## src/fts_pkg.sv

```systemverilog
// ----------------------------------------------------------------------------
// fts_pkg
// Shared types and constants for the FIFO replacement tag store.
// ----------------------------------------------------------------------------
package fts_pkg;

    localparam int MAX_ENTRIES_DEF = 64;
    localparam int ADDR_W          = 64;
    localparam int CAP_W           = 7;
    localparam int OCC_W           = 7;
    localparam int CTR_W           = 32;

    localparam logic [CAP_W-1:0] CAP_RESET = 7'd64;

    typedef enum logic [1:0] {
        ST_IDLE,
        ST_SCAN,
        ST_DRAIN,
        ST_UPDATE
    } fts_state_t;

    typedef struct packed {
        logic start;
        logic issue;
        logic update;
    } fts_cmd_t;

    typedef struct packed {
        logic fill_zero;
        logic last_issue;
        logic out_free;
    } fts_status_t;

endpackage

```

## src/fts_ctrl.sv

```systemverilog
// ----------------------------------------------------------------------------
// fts_ctrl
// Sequencer: accept an address, scan the valid ring entries, then update.
// ----------------------------------------------------------------------------
module fts_ctrl (
    input  logic                 aclk,
    input  logic                 aresetn,
    input  logic                 s_valid,
    output logic                 s_ready,
    input  fts_pkg::fts_status_t status,
    output fts_pkg::fts_cmd_t    cmd
);
    import fts_pkg::*;

    fts_state_t state_reg;
    fts_state_t state_next;

    always_ff @(posedge aclk) begin
        if (!aresetn) begin
            state_reg <= ST_IDLE;
        end else begin
            state_reg <= state_next;
        end
    end

    always_comb begin
        state_next = state_reg;
        cmd        = '0;
        s_ready    = 1'b0;
        case (state_reg)
            ST_IDLE: begin
                s_ready = 1'b1;
                if (s_valid) begin
                    cmd.start  = 1'b1;
                    state_next = status.fill_zero ? ST_UPDATE : ST_SCAN;
                end
            end
            ST_SCAN: begin
                cmd.issue = 1'b1;
                if (status.last_issue) begin
                    state_next = ST_DRAIN;
                end
            end
            ST_DRAIN: begin
                state_next = ST_UPDATE;
            end
            ST_UPDATE: begin
                if (status.out_free) begin
                    cmd.update = 1'b1;
                    state_next = ST_IDLE;
                end
            end
            default: begin
                state_next = ST_IDLE;
            end
        endcase
    end

endmodule

```

## src/fts_datapath.sv

```systemverilog
// ----------------------------------------------------------------------------
// fts_datapath
// Entry ring memory, pointers, compare, counters and result register.
// ----------------------------------------------------------------------------
module fts_datapath #(
    parameter int MAX_ENTRIES = fts_pkg::MAX_ENTRIES_DEF
) (
    input  logic                         aclk,
    input  logic                         aresetn,
    input  logic                         cfg_wr_en,
    input  logic [fts_pkg::CAP_W-1:0]    cfg_wr_data,
    input  logic [fts_pkg::ADDR_W-1:0]   s_access_address,
    input  fts_pkg::fts_cmd_t            cmd,
    output fts_pkg::fts_status_t         status,
    output logic                         m_valid,
    input  logic                         m_ready,
    output logic                         m_hit,
    output logic                         m_evicted,
    output logic [fts_pkg::ADDR_W-1:0]   m_victim_address,
    output logic [fts_pkg::OCC_W-1:0]    m_occupancy,
    output logic [fts_pkg::CTR_W-1:0]    m_hit_total,
    output logic [fts_pkg::CTR_W-1:0]    m_miss_total,
    output logic [fts_pkg::CTR_W-1:0]    m_eviction_total
);
    import fts_pkg::*;

    localparam int PTR_W = (MAX_ENTRIES > 1) ? $clog2(MAX_ENTRIES) : 1;
    localparam int CNT_W = $clog2(MAX_ENTRIES + 1);

    logic [ADDR_W-1:0] ring [MAX_ENTRIES];

    logic [CAP_W-1:0]  cap_reg;
    logic [CNT_W-1:0]  cap_eff;
    logic [PTR_W-1:0]  oldest_reg, oldest_next;
    logic [PTR_W-1:0]  insert_reg, insert_next;
    logic [PTR_W-1:0]  scan_ptr_reg;
    logic [CNT_W-1:0]  fill_reg, fill_next;
    logic [CNT_W-1:0]  idx_reg;
    logic [CTR_W-1:0]  hit_cnt_reg, hit_cnt_next;
    logic [CTR_W-1:0]  miss_cnt_reg, miss_cnt_next;
    logic [CTR_W-1:0]  evict_cnt_reg, evict_cnt_next;
    logic [ADDR_W-1:0] addr_reg;
    logic [ADDR_W-1:0] rd_data_reg;
    logic              rd_valid_reg;
    logic              rd_first_reg;
    logic [ADDR_W-1:0] victim_reg;
    logic              found_reg;
    logic              m_valid_reg;
    logic              full;
    logic              evict;
    logic [31:0]       cap_raw32;
    logic [31:0]       fill_ext;

    function automatic logic [PTR_W-1:0] next_ptr(input logic [PTR_W-1:0] p,
                                                  input logic [CNT_W-1:0] cap);
        logic [31:0] t;
        t = 32'(p) + 32'd1;
        return (t >= 32'(cap)) ? '0 : t[PTR_W-1:0];
    endfunction

    assign cap_raw32 = 32'(cap_reg);

    always_comb begin
        if (cap_raw32 == 32'd0) begin
            cap_eff = CNT_W'(1);
        end else if (cap_raw32 > 32'(MAX_ENTRIES)) begin
            cap_eff = CNT_W'(MAX_ENTRIES);
        end else begin
            cap_eff = CNT_W'(cap_raw32);
        end
    end

    assign status.fill_zero  = (fill_reg == '0);
    assign status.last_issue = ((32'(idx_reg) + 32'd1) == 32'(fill_reg));
    assign status.out_free   = !m_valid_reg || m_ready;

    assign full  = (32'(fill_reg) >= 32'(cap_eff));
    assign evict = !found_reg && full;

    always_comb begin
        oldest_next    = oldest_reg;
        insert_next    = insert_reg;
        fill_next      = fill_reg;
        hit_cnt_next   = hit_cnt_reg;
        miss_cnt_next  = miss_cnt_reg;
        evict_cnt_next = evict_cnt_reg;
        if (found_reg) begin
            if (hit_cnt_reg != '1) hit_cnt_next = hit_cnt_reg + CTR_W'(1);
        end else begin
            if (miss_cnt_reg != '1) miss_cnt_next = miss_cnt_reg + CTR_W'(1);
            insert_next = next_ptr(insert_reg, cap_eff);
            if (full) begin
                oldest_next = next_ptr(oldest_reg, cap_eff);
                fill_next   = cap_eff;
                if (evict_cnt_reg != '1) evict_cnt_next = evict_cnt_reg + CTR_W'(1);
            end else begin
                fill_next = fill_reg + CNT_W'(1);
            end
        end
    end

    assign fill_ext = 32'(fill_next);

    // ring memory: one write port, one registered read port
    always_ff @(posedge aclk) begin
        if (cmd.update && !found_reg) begin
            ring[insert_reg] <= addr_reg;
        end
        if (cmd.issue) begin
            rd_data_reg <= ring[scan_ptr_reg];
        end
    end

    always_ff @(posedge aclk) begin
        if (!aresetn) begin
            cap_reg       <= CAP_RESET;
            oldest_reg    <= '0;
            insert_reg    <= '0;
            fill_reg      <= '0;
            hit_cnt_reg   <= '0;
            miss_cnt_reg  <= '0;
            evict_cnt_reg <= '0;
            rd_valid_reg  <= 1'b0;
            rd_first_reg  <= 1'b0;
            m_valid_reg   <= 1'b0;
        end else begin
            rd_valid_reg <= cmd.issue;
            rd_first_reg <= cmd.issue && (idx_reg == '0);
            if (cfg_wr_en) begin
                cap_reg    <= cfg_wr_data;
                oldest_reg <= '0;
                insert_reg <= '0;
                fill_reg   <= '0;
            end else if (cmd.update) begin
                oldest_reg <= oldest_next;
                insert_reg <= insert_next;
                fill_reg   <= fill_next;
            end
            if (cmd.update) begin
                hit_cnt_reg   <= hit_cnt_next;
                miss_cnt_reg  <= miss_cnt_next;
                evict_cnt_reg <= evict_cnt_next;
                m_valid_reg   <= 1'b1;
            end else if (m_ready) begin
                m_valid_reg   <= 1'b0;
            end
        end
    end

    // scan state and result payload
    always_ff @(posedge aclk) begin
        if (cmd.start) begin
            addr_reg     <= s_access_address;
            scan_ptr_reg <= oldest_reg;
            idx_reg      <= '0;
            found_reg    <= 1'b0;
        end else begin
            if (cmd.issue) begin
                scan_ptr_reg <= next_ptr(scan_ptr_reg, cap_eff);
                idx_reg      <= idx_reg + CNT_W'(1);
            end
            if (rd_valid_reg && (rd_data_reg == addr_reg)) begin
                found_reg <= 1'b1;
            end
        end
        if (rd_first_reg) begin
            victim_reg <= rd_data_reg;
        end
        if (cmd.update) begin
            m_hit            <= found_reg;
            m_evicted        <= evict;
            m_victim_address <= evict ? victim_reg : '0;
            m_occupancy      <= fill_ext[OCC_W-1:0];
            m_hit_total      <= hit_cnt_next;
            m_miss_total     <= miss_cnt_next;
            m_eviction_total <= evict_cnt_next;
        end
    end

    assign m_valid = m_valid_reg;

endmodule

```

## src/fifo_replacement_tag_store_top.sv

```systemverilog
// ----------------------------------------------------------------------------
// fifo_replacement_tag_store_top
// Fully associative tag store with first-in first-out replacement.
//
// Input channel s_*: one access address per transfer. Result channel m_*:
// one result per input, giving hit, eviction and victim, occupancy after
// the access and saturating hit, miss and eviction totals.
// Configuration: cfg_wr_en writes cfg_wr_data into the capacity register
// and empties the store; the totals are kept.
// Flow: after the transfer the lookup scans the F entries held before
// the access, drains the read port and updates; into an empty store it
// goes straight to the update. The ring is one memory with a single
// registered read port, so the lookup reads one entry per cycle. One
// item is in flight at a time; s_ready is high again the cycle after the
// result is loaded. No new address is taken before the last one is done.
// A finished result waits in the output register while the next address is
// taken and scanned; the update stalls only if that register is still full.
// Reset: store empty, totals zero, capacity 64.
// ----------------------------------------------------------------------------
module fifo_replacement_tag_store_top #(
    parameter int MAX_ENTRIES = fts_pkg::MAX_ENTRIES_DEF
) (
    input  logic                         aclk,
    input  logic                         aresetn,
    input  logic                         cfg_wr_en,
    input  logic [fts_pkg::CAP_W-1:0]    cfg_wr_data,
    input  logic                         s_valid,
    output logic                         s_ready,
    input  logic [fts_pkg::ADDR_W-1:0]   s_access_address,
    output logic                         m_valid,
    input  logic                         m_ready,
    output logic                         m_hit,
    output logic                         m_evicted,
    output logic [fts_pkg::ADDR_W-1:0]   m_victim_address,
    output logic [fts_pkg::OCC_W-1:0]    m_occupancy,
    output logic [fts_pkg::CTR_W-1:0]    m_hit_total,
    output logic [fts_pkg::CTR_W-1:0]    m_miss_total,
    output logic [fts_pkg::CTR_W-1:0]    m_eviction_total
);
    import fts_pkg::*;

    fts_cmd_t    cmd;
    fts_status_t status;

    fts_ctrl u_ctrl (
        .aclk    (aclk),
        .aresetn (aresetn),
        .s_valid (s_valid),
        .s_ready (s_ready),
        .status  (status),
        .cmd     (cmd)
    );

    fts_datapath #(
        .MAX_ENTRIES (MAX_ENTRIES)
    ) u_datapath (
        .aclk             (aclk),
        .aresetn          (aresetn),
        .cfg_wr_en        (cfg_wr_en),
        .cfg_wr_data      (cfg_wr_data),
        .s_access_address (s_access_address),
        .cmd              (cmd),
        .status           (status),
        .m_valid          (m_valid),
        .m_ready          (m_ready),
        .m_hit            (m_hit),
        .m_evicted        (m_evicted),
        .m_victim_address (m_victim_address),
        .m_occupancy      (m_occupancy),
        .m_hit_total      (m_hit_total),
        .m_miss_total     (m_miss_total),
        .m_eviction_total (m_eviction_total)
    );

endmodule

```

## config.mk

```make
export PLATFORM = sky130hd
export DESIGN_NAME = fifo_replacement_tag_store_top
export DESIGN_NICKNAME = d
export VERILOG_FILES = /design/src/fts_pkg.sv /design/src/fts_ctrl.sv /design/src/fts_datapath.sv /design/src/fifo_replacement_tag_store_top.sv
export SDC_FILE = /design/constraint.sdc
export NUM_CORES = 2
export LEC_CHECK = 0
export BUFFER_PORTS_ARGS = -buffer_cell sky130_fd_sc_hd__buf_4
export CAP_MARGIN = 20
export CORE_UTILIZATION = 38
export CTS_BUF_LIST = sky130_fd_sc_hd__clkbuf_4
export DETAILED_ROUTE_END_ITERATION = 8
export PLACE_DENSITY_LB_ADDON = 0.12
export SYNTH_ARGS = -nofsm -noshare
export SYNTH_HDL_FRONTEND = slang
export SYNTH_SLANG_ARGS = --single-unit
```

## constraint.sdc

```tcl
create_clock -name aclk -period 10.3 [get_ports aclk]
set_input_delay 1.545 -clock aclk [delete_from_list [all_inputs] [get_ports aclk]]
set_output_delay 1.545 -clock aclk [all_outputs]
set_load 0.01 [all_outputs]
```

==> run summary <==
• complete, no violations — run status
• 41.9% — Flop pwr share
• 683 um — die boundary height
• 17,700 uW — net switching power
• 42,100 um — met3 layer wire length in the routed design
• 0.204 mm2 — Finished Cell Area
• 35,900 uW — total internal power
• flop — Critical Path End Type
• 38.3% — initial standard-cell utilization of the core
• 21.1% — normalized max-slew margin
• flop — category of the worst setup path launch point
• 72 — count of different cell masters after synthesis
• 0 — max-cap violations
• 97.4k — vias in the first global route
• 67 — critical path fanouts, max
• 4,096 — Largest register FFs
• 0% — async set or reset register ratio after synthesis
• 34.5% — ratio of cells with drive above 1 in the final layout
• 769,000 um — wire length of the first global-routing pass
• 4,598 — Sinks on Clock Net
• 5.64 — detailed-route vias per instance
• ha_1 -> nand2_2 -> buf_16 -> inv_8 -> nand2_1 -> buf_4 -> nor2_1 -> nand3_1 -> nor2_4 -> buf_12 — cell-by-cell listing of the critical path
• sky130_fd_sc_hd__edfxtp_1 — top flip-flop cell by instance count after synthesis
• 266,000 um — metal2 WL
• input pin to flop — HP Class
• 2.85 ns — Post-Place Setup Slack
• 263 mW/mm2 — total power density per cell area
• 33.0% — switching share of power
• 21.3 um2 — average size of a mapped cell
• 4,463 — number of enable flip-flop cells after synthesis
• 0 ns — total negative slack for setup checks
• u_ctrl.state_reg[0]$_SDFFE_PN0P_ — reg-to-reg critical path startpoint
• 7.24 ns — CP Data Arrival Time
• 82 — number of hold buffers added after CTS
• 7 — number of detailed-routing iterations run before antenna repair
• 246 — IO Port Bufs
• 0.467 mm2 — die outline area
• 0.397 ns — worst hold-check slack
• u_ctrl.state_reg[0]$_SDFFE_PN0P_ — CP Launch Point
• 11.0k — Iteration-0 DRC Markers
• sky130_fd_sc_hd__clkbuf_4 — CTS root buffer
• 30.0% — clock share of power
• 0.06 ns — clock-pin transition on the worst setup and hold timing paths
• 94.9k — total vias in the final route
• 9,928 — fin nets
• 0.188 mm2 — placed inst area
• 1.16 ns — Worst path max stage delay
• 0.176 mm2 — mapped cell area
• 0.815 — routability congestion estimate from global placement
• 0.461 mm2 — placeable core region
• 0.185 mV — IR Drop Worst-Case VDD
• s_valid — Min-Delay Startpoint
• 5.84 ns — Period minus WS final
• 171 MHz — achievable clock frequency
• 239,000 um — detailed-route wire length on metal 1
• 0.116 ns — maximum clock skew at final layout
• yes — CTS tree
• 56 — initial antenna violation count
• 0.0661 uW — Static Leak
• 5 — maximum clock path buffer count
• 11.71 ns — Worst Path Required
• flop to flop — critical path type
• 562,000 um — routed wire length
• 4,598 — Yosys reg bits
• no — RSZ-0062 raised after global routing
• 0 — Yosys warning total
• 0 — Slew Limit Fails
• 28.1% — portion of total power attributed to combinational logic
• 249 — placement row count
• 33.4 um — drt wl/cell
• 77.5% — sequential-to-total area share from yosys stat
• 7 — H-tree depth reported by CTS
• 0 — antenna violation net count after detailed routing
• 4.46 ns — final worst setup slack
• 56.7% — Tcrit/Tclk final
• 329,000 um — half-perimeter wire length of the detailed placement result
• 8,406 — syn nets
• sky130_fd_sc_hd__nor2_4 — CP max stage cell
• 0 — drc violations
• 683 um — width of the die
• 0 — Setup-failing EPs final
• 108 — largest net degree at the start of global routing
• u_datapath.ring — largest register by flop count
• 23.9% — global-route usage over all layers
• 1.18 ns — Worst Tran Pin Value
• 247 — count of boundary I/O pins
• 0 — CTS-repair resized insts
• 8,288 — Post-Synthesis Cells
• 0 — number of hold violations in the final report
• 1,304 — number of buffers created by CTS
• 15.5% — area grow syn2layout
• met5 — Highest Signal Layer
• 0 — post-CTS repair timing setup buffer count
• 1.82 ns — clk_lat worst skew
• 0 — total gr overflow
## power groups by stage
stage	logic [uW]	clock network (uW)	registers [uW]
after floorplan	8440	0	22900
after global placement	15100	0	22800
after detailed placement	15200	0	22800
after CTS	15200	16500	22400
after global routing	15700	17500	22400
final	15000	16100	22400
## kinds of logic (layout without fill, tap and decap cells)
logic type | after synthesis | count (layout) | share of synthesized area, %
AOI/OAI and AO/OA | 752 | 752 | 3.27
buffers and inverters | 496 | 2834 | 1.25
adders and majority gates | 42 | 42 | 0.298
xor gates and xnor gates | 237 | 237 | 1.18
DFF | 4598 | 4598 | 77.5
and+or+nand+nor | 925 | 925 | 2.65
other | 0 | 46 | 0
muxes | 1238 | 1238 | 13.9
## stage by stage
stage	util, %	total power (uW)	std cells
final	44.2	53500	16821
after global routing	44.2	55600	16799
after CTS	44.2	54200	16774
after detailed placement	40.7	38000	14570
after global placement	40.7	37900	14563
after floorplan	-	31300	8288
## worst paths after layout
kind	to	slack, ns	cells past startpoint
worst max-delay path	u_datapath.ring[51][21]$_DFFE_PP_	4.46	10
worst min-delay path	u_datapath.idx_reg[5]$_SDFFE_PP0P_	0.40	3
worst max register to register	u_datapath.ring[51][21]$_DFFE_PP_	4.46	10
worst min register to register	u_datapath.victim_reg[40]$_DFFE_PP_	0.49	0
## metal layers
layer / vias up / track usage, %
met5: - / 0
met4: 6 / 8.31
met3: 754 / 5.54
met2: 4361 / 37.4
met1: 51074 / 33.0
li1: 38702 / -
## cell type report
| type | instances | area [um2] |
|---|---|---|
| Fill cell | 40280 | 257000 |
| Timing Repair Buffer | 676 | 5690 |
| Sequential cell | 4598 | 137000 |
| Antenna cell | 46 | 115 |
| Clock buffer | 1909 | 14300 |
| Multi-Input combinational cell | 3194 | 38200 |
| Tap cell | 6149 | 7690 |
| Clock inverter | 213 | 983 |
| Inverter | 36 | 154 |
## cells in the mapped netlist, types with 7 or more instances
cell                        count  area, um2
sky130_fd_sc_hd__edfxtp_1    4463     134000
sky130_fd_sc_hd__mux4_2       965      21700
sky130_fd_sc_hd__nor2_1       289       1080
sky130_fd_sc_hd__mux2i_1      259       2590
sky130_fd_sc_hd__clkbuf_1     241        905
sky130_fd_sc_hd__nand2_1      183        687
sky130_fd_sc_hd__xnor2_1      145       1270
sky130_fd_sc_hd__a22o_1       136       1190
sky130_fd_sc_hd__dfxtp_1      135       2700
sky130_fd_sc_hd__a22oi_1      122        916
sky130_fd_sc_hd__buf_2        118        591
sky130_fd_sc_hd__a21oi_1      106        531
sky130_fd_sc_hd__and3_1        94        588
sky130_fd_sc_hd__xor2_1        92        806
sky130_fd_sc_hd__a221o_1       74        741
sky130_fd_sc_hd__nor3_1        69        345
sky130_fd_sc_hd__nand3_1       64        320
sky130_fd_sc_hd__a221oi_1      60        526
sky130_fd_sc_hd__nand4_1       56        350
sky130_fd_sc_hd__buf_1         55        206
sky130_fd_sc_hd__o21ai_0       53        265
sky130_fd_sc_hd__ha_1          42        526
sky130_fd_sc_hd__o22ai_1       40        250
sky130_fd_sc_hd__buf_4         34        255
sky130_fd_sc_hd__inv_1         34        128
sky130_fd_sc_hd__nor4_1        33        206
sky130_fd_sc_hd__o221ai_1      27        236
sky130_fd_sc_hd__o2111ai_1     26        228
sky130_fd_sc_hd__or3_1         21        131
sky130_fd_sc_hd__a31oi_1       19        119
sky130_fd_sc_hd__and2_1        18        113
sky130_fd_sc_hd__or4_1         17        128
sky130_fd_sc_hd__or3b_2        16        140
sky130_fd_sc_hd__o211ai_1      15        113
sky130_fd_sc_hd__mux2_2        14        158
sky130_fd_sc_hd__a211oi_1      13       97.6
sky130_fd_sc_hd__and4_1        13        114
sky130_fd_sc_hd__nand2b_1      11       68.8
sky130_fd_sc_hd__nor2b_1        9       56.3
sky130_fd_sc_hd__or2_2          9       56.3
sky130_fd_sc_hd__a41oi_1        8       70.1
sky130_fd_sc_hd__buf_6          8       90.1
sky130_fd_sc_hd__o31ai_1        8       60.1
sky130_fd_sc_hd__o2bb2ai_1      7       61.3
## layout by cell type (no fill, tap or decap), drive strengths merged, types with 13 or more instances in the layout
master	count
a211oi	13
a21oi	106
a221o	74
a221oi	60
a22o	136
a22oi	122
a31oi	19
and2	18
and3	94
and4	13
buf	593
clkbuf	1909
clkinv	190
dfxtp	135
diode	46
dlygate4sd3	82
edfxtp	4463
ha	42
inv	53
mux2	14
mux2i	259
mux4	965
nand2	183
nand3	64
nand4	61
nor2	289
nor3	69
nor4	37
o2111ai	26
o211ai	15
o21ai	54
o221ai	27
o22ai	40
or3	25
or3b	16
or4	17
xnor2	145
xor2	92
## worst max-delay path: cells and delay by family, from the launching register on
kind                     cells  cell delay, ns
flip-flops                   1            0.42
buffers and inverters        4            1.41
AND/OR/NAND/NOR              5            3.27
adder cells (fa/ha/maj)      1            0.26
Note: power is estimated with default switching activity, not from simulation.
